==> config.mk <==
export PLATFORM = sky130hd
export DESIGN_NAME = krt_cell
export DESIGN_NICKNAME = d
export VERILOG_FILES = /design/src/rtl/keyed_record_table_top_macros.svh /design/src/rtl/krt_pkg.sv /design/src/rtl/krt_cell.sv
export SDC_FILE = /design/constraint.sdc
export NUM_CORES = 1
export LEC_CHECK = 0
export BUFFER_PORTS_ARGS = -buffer_cell sky130_fd_sc_hd__buf_4
export CAP_MARGIN = 20
export CORE_AREA = 2 2 129 131
export CTS_BUF_LIST = sky130_fd_sc_hd__clkbuf_8 sky130_fd_sc_hd__clkbuf_16
export CTS_CLUSTER_SIZE = 20
export DETAILED_ROUTE_END_ITERATION = 16
export DIE_AREA = 0 0 131 133
export GPL_TIMING_DRIVEN = 0
export PLACE_DENSITY_LB_ADDON = 0.08
export SETUP_SLACK_MARGIN = 0.02
export SYNTH_ARGS = -nofsm -noshare
export SYNTH_HDL_FRONTEND = slang
export SYNTH_SLANG_ARGS = --single-unit
==> constraint.sdc <==
create_clock -name clk -period 5.5 [get_ports clk]
set_input_delay 1.1 -clock clk [delete_from_list [all_inputs] [get_ports clk]]
set_output_delay 1.1 -clock clk [all_outputs]
set_load 0.05 [all_outputs]
==> src/rtl/keyed_record_table_top_macros.svh <==
// Assertion macros for the keyed record table top level.
// Needs clk and rst_n in the scope where a macro is used.
`ifndef KEYED_RECORD_TABLE_TOP_MACROS_SVH
`define KEYED_RECORD_TABLE_TOP_MACROS_SVH

// cons must hold in the same cycle as ante
`define KRT_ASSERT_SAME(label, ante, cons, msg) \
    label: assert property (@(posedge clk) disable iff (!rst_n) (ante) |-> (cons)) \
        else $error(msg);

// cons must hold in the cycle after ante
`define KRT_ASSERT_NEXT(label, ante, cons, msg) \
    label: assert property (@(posedge clk) disable iff (!rst_n) (ante) |=> (cons)) \
        else $error(msg);

`endif

==> src/rtl/krt_pkg.sv <==
`timescale 1ns / 1ps
// Shared types and constants for the keyed record table.
// No dependencies; used by krt_cell and keyed_record_table_top.
package krt_pkg;

    localparam int TABLE_DEPTH = 128;
    localparam int IDX_W       = $clog2(TABLE_DEPTH);
    localparam int CNT_W       = $clog2(TABLE_DEPTH + 1);
    localparam int WIDE_W      = CNT_W + 8;

    localparam int CMD_W       = 3;
    localparam int KEY_W       = 32;
    localparam int ENTRY_IDX_W = 7;
    localparam int AGE_W       = 8;
    localparam int PAY_W       = 64;
    localparam int STATUS_W    = 2;
    localparam int HIT_W       = 7;
    localparam int COUNT_OUT_W = 8;

    typedef enum logic [CMD_W-1:0] {
        CMD_ADD    = 3'd0,
        CMD_SEARCH = 3'd1,
        CMD_UPDATE = 3'd2,
        CMD_DELETE = 3'd3,
        CMD_READ   = 3'd4
    } cmd_t;

    typedef enum logic [STATUS_W-1:0] {
        ST_OK        = 2'd0,
        ST_FULL      = 2'd1,
        ST_NOT_FOUND = 2'd2,
        ST_RANGE     = 2'd3
    } status_t;

    typedef enum logic [2:0] {
        CELL_HOLD,
        CELL_ROTATE,
        CELL_WRITE,
        CELL_UPDATE,
        CELL_SHIFT
    } cell_op_t;

    typedef struct packed {
        logic signed [KEY_W-1:0] key;
        logic [AGE_W-1:0]        age;
        logic [PAY_W-1:0]        payload;
    } cell_data_t;

    // Broadcast from the controller to every cell
    typedef struct packed {
        cell_op_t         op;
        logic [IDX_W-1:0] pos;
        cell_data_t       data;
    } cell_bus_t;

endpackage

==> src/rtl/krt_cell.sv <==
`timescale 1ns / 1ps
// One table cell: holds a record and takes its neighbor's record on rotate or shift.
// Depends on krt_pkg.
module krt_cell
    import krt_pkg::*;
(
    input  logic             clk,
    input  logic [IDX_W-1:0] cell_index,
    input  cell_bus_t        bus,
    input  cell_data_t       nbr,
    output cell_data_t       data
);

    cell_data_t data_reg;
    cell_data_t data_next;

    always_comb
    begin
        data_next = data_reg;
        unique case (bus.op)
            CELL_HOLD:
            begin
                data_next = data_reg;
            end
            CELL_ROTATE:
            begin
                data_next = nbr;
            end
            CELL_WRITE:
            begin
                if (cell_index == bus.pos)
                begin
                    data_next = bus.data;
                end
            end
            CELL_UPDATE:
            begin
                if (cell_index == bus.pos)
                begin
                    data_next.age     = bus.data.age;
                    data_next.payload = bus.data.payload;
                end
            end
            CELL_SHIFT:
            begin
                // everything at and above the removed slot moves down one
                if (cell_index >= bus.pos)
                begin
                    data_next = nbr;
                end
            end
            default:
            begin
                data_next = data_reg;
            end
        endcase
    end

    always_ff @(posedge clk)
    begin
        data_reg <= data_next;
    end

    assign data = data_reg;

endmodule
==> out/results.txt <==
The initial antenna violation count is 0, and the final weighted congestion in routability-driven placement is 0.742. After global routing the overflow that remains totals 0. The run gives 58 as the pin count of the biggest net entering global routing. The detailed router finished its first iteration with 107 violations.

After synthesis the netlist holds a flip-flop and latch count of 104. The I/O pin total is 330. After floorplanning, the core was divided into 47 placement rows.

The worst-case clock buffer depth was 2; the number of buffers inserted by port buffering was 328. The count of max-cap constraint violations was 0. The kind of capture point of the worst setup path is a register. The clock slew at the register clock pins of the worst setup and hold paths came out at 70 ps.

The sequential cell area fraction in the yosys report came out at 67.4%. The final max-slew violation count is 0, and the layout cell share with drive strength beyond 1 is 77.0%. Setup slack on the critical path of the routed design comes to 2560 ps. Buffers inserted during clock tree synthesis total 9. Setup repair after global routing left no endpoint under its margin. Ranked by instance count, the synthesized netlist is headed by edfxtp_1, mux2_2, buf_2. After detailed routing, the number of vias per cell comes to 4.26.

The pre-antenna-repair detailed-routing pass consisted of 4 iterations. The flip-flop count of the largest register after layout came out at 104. 0 antenna diodes ended up in the layout.

The cell count after synthesis came out at 256. The logs give 0 for the number of gates given a new drive strength after cts and 11,300 µm for the detailed placer's ending HPWL. The core box area came out at 16,200 µm². The most area-hungry cell type in the Yosys netlist is edfxtp_1. The run gives 15.5% as the overall track demand over capacity in global routing. Global-route layer with the greatest usage: met2. The mean area per synthesized cell came out at 18.1 µm². The largest fanout on the critical path is 57. Worst hold-check path type: input pin to register.

Cell area after synthesis: 4630 µm². The netlist uses 23 different library cells. The maximum clock frequency is 340 MHz, and the worst-margin pin slew is 932 ps. The startpoint class of the critical path was an input pin. The logs give 3.31 nW for the static leakage and 489 for the synthesized net count. The layout overhead on the synthesized area came out at 66.3%. Global routing used 5.42% of the available met3 tracks.

The H-tree was split into 3 levels. In the post-synthesis netlist, the biggest area contributors are edfxtp_1, mux2_2, ha_1. During synthesis, Yosys emitted a total of 0 warnings.

Global routing consumed, on the met1 layer, 15.7% of the routing resources. The number of synthesized flops with an enable pin is 104, and the placement-stage worst setup slack is 2180 ps. The worst path needs 2940 ps of the cycle, external delays included. Summed over all failing endpoints, the final setup total negative slack is 0 ps. Across the VDD grid, the largest voltage drop is 0.163 mV. The logs give 2970 ps for the arrival time reported for the critical path endpoint and 0 for the final number of hold-violating endpoints. The flow ran to the end, and the final reports show no timing, DRC or antenna violations. Measured against its own limit, the worst slew margin works out to 37.8%. Floorplan die height: 133 µm. The worst setup path is of the input pin to register kind. Starting utilization of the core area: 28.6%. The hold-fix buffer count after cts is 0, and the layout net count is 829. The end-of-flow core utilization was 47.6%. The via count of the first global-routing pass is 3,714.

The residual DRC count came out at 0. The first global-routing pass estimated 19,700 µm of wire. The chip width works out to 131 µm. The tools report the library cell used as clock root buffer as clkbuf_16. Global routing consumed, on the met2 layer, 28.2% of the routing resources. The die covers 17,400 µm².

In this run the power density over the cells is 322 nW/µm². The share of async-settable or async-resettable flops after synthesis came out at 0%. The critical path data required time is 5530 ps. Wires add up to 13,900 µm.

The per-cell routed wire length works out to 17.0 µm. The total setup violations reported at the end of the flow was 0; the fraction of synthesized cell area taken by the top area cell type was 67.4%. The number of setup buffers added after CTS is 0.

The final route contains 3,500 vias. Fill cells in the final layout number 1,487. The detail route stage leaves a number of antenna-violating nets equal to 0.

Most instantiated flip-flop cell in the synthesis netlist: edfxtp_1. Of the available clock period, the critical path in the final layout requires 53.5%. TritonCTS built the clock tree.

The clock net sink count was 104.
placed cells by master, fill, tap and decap left out, types with 7 or more instances in the layout:
cell type and instances:
buf_2 8, inv_1 7, edfxtp_1 104, ha_1 7, buf_4 332, mux2_2 104
clkbuf_16 9
per-layer routing:
metal	vias up	routed length, µm
met2	196	7220
met3	18	1540
met1	1610	4850
met4	0	335
met5	-	0
li1	1676	-
worst paths after layout:
check | cells past startpoint | endpoint | from
max | 7 | data[9]$_DFFE_PP_ | cell_index[6]
min | 2 | data[33]$_DFFE_PP_ | bus[33]
cell type report:
class                   count  area, µm²  share of cell area [%]
multi-input cells         133       1420                    18.5
plain buffers              12       70.1                   0.910
clock buffers               9        225                    2.92
inverters                   7       26.3                   0.341
clock inverters             7       70.1                   0.910
repair buffers            329       2490                    32.3
flip-flops and latches    104       3120                    40.5
well taps                 220        275                    3.57
metrics by stage:
stage	instances	hold WS (ps)	instance area [µm²]	power [mW]
2_1_floorplan	256	1320	4630	1.54
3_3_place_gp	804	1400	7370	1.85
3_5_place_dp	805	1410	7410	1.86
4_1_cts	821	1030	7700	2.52
5_1_grt	821	1030	7700	2.59
6_report	821	1050	7700	2.48
worst max-delay path: stages:
cell and delay, ps:
buf_4 110, ha_1 310, nand4_1 160, a211oi_1 270, a211oi_2 110, and4b_4 550
buf_16 320
where the power goes:
| group | total (mW) | internal (mW) | leakage, nW | switching, mW |
|---|---|---|---|---|
| clock | 0.645 | 0.353 | 0.138 | 0.292 |
| combinational | 0.805 | 0.295 | 2.18 | 0.510 |
| sequential | 1.03 | 1.00 | 0.993 | 0.0287 |
| total | 2.48 | 1.65 | 3.31 | 0.830 |
logic make-up after synthesis:
| group | count (synthesis) | share of synthesized area, % |
|---|---|---|
| AO/OA/AOI/OAI | 8 | 1.19 |
| flip-flops | 104 | 67.4 |
| AND/OR/NAND/NOR | 13 | 1.95 |
| adder cells (fa/ha/maj) | 7 | 1.89 |
| buffers and inverters | 19 | 2.08 |
| multiplexers | 104 | 25.3 |
| XOR/XNOR | 1 | 0.189 |
Power figures use the tool's default switching activity.
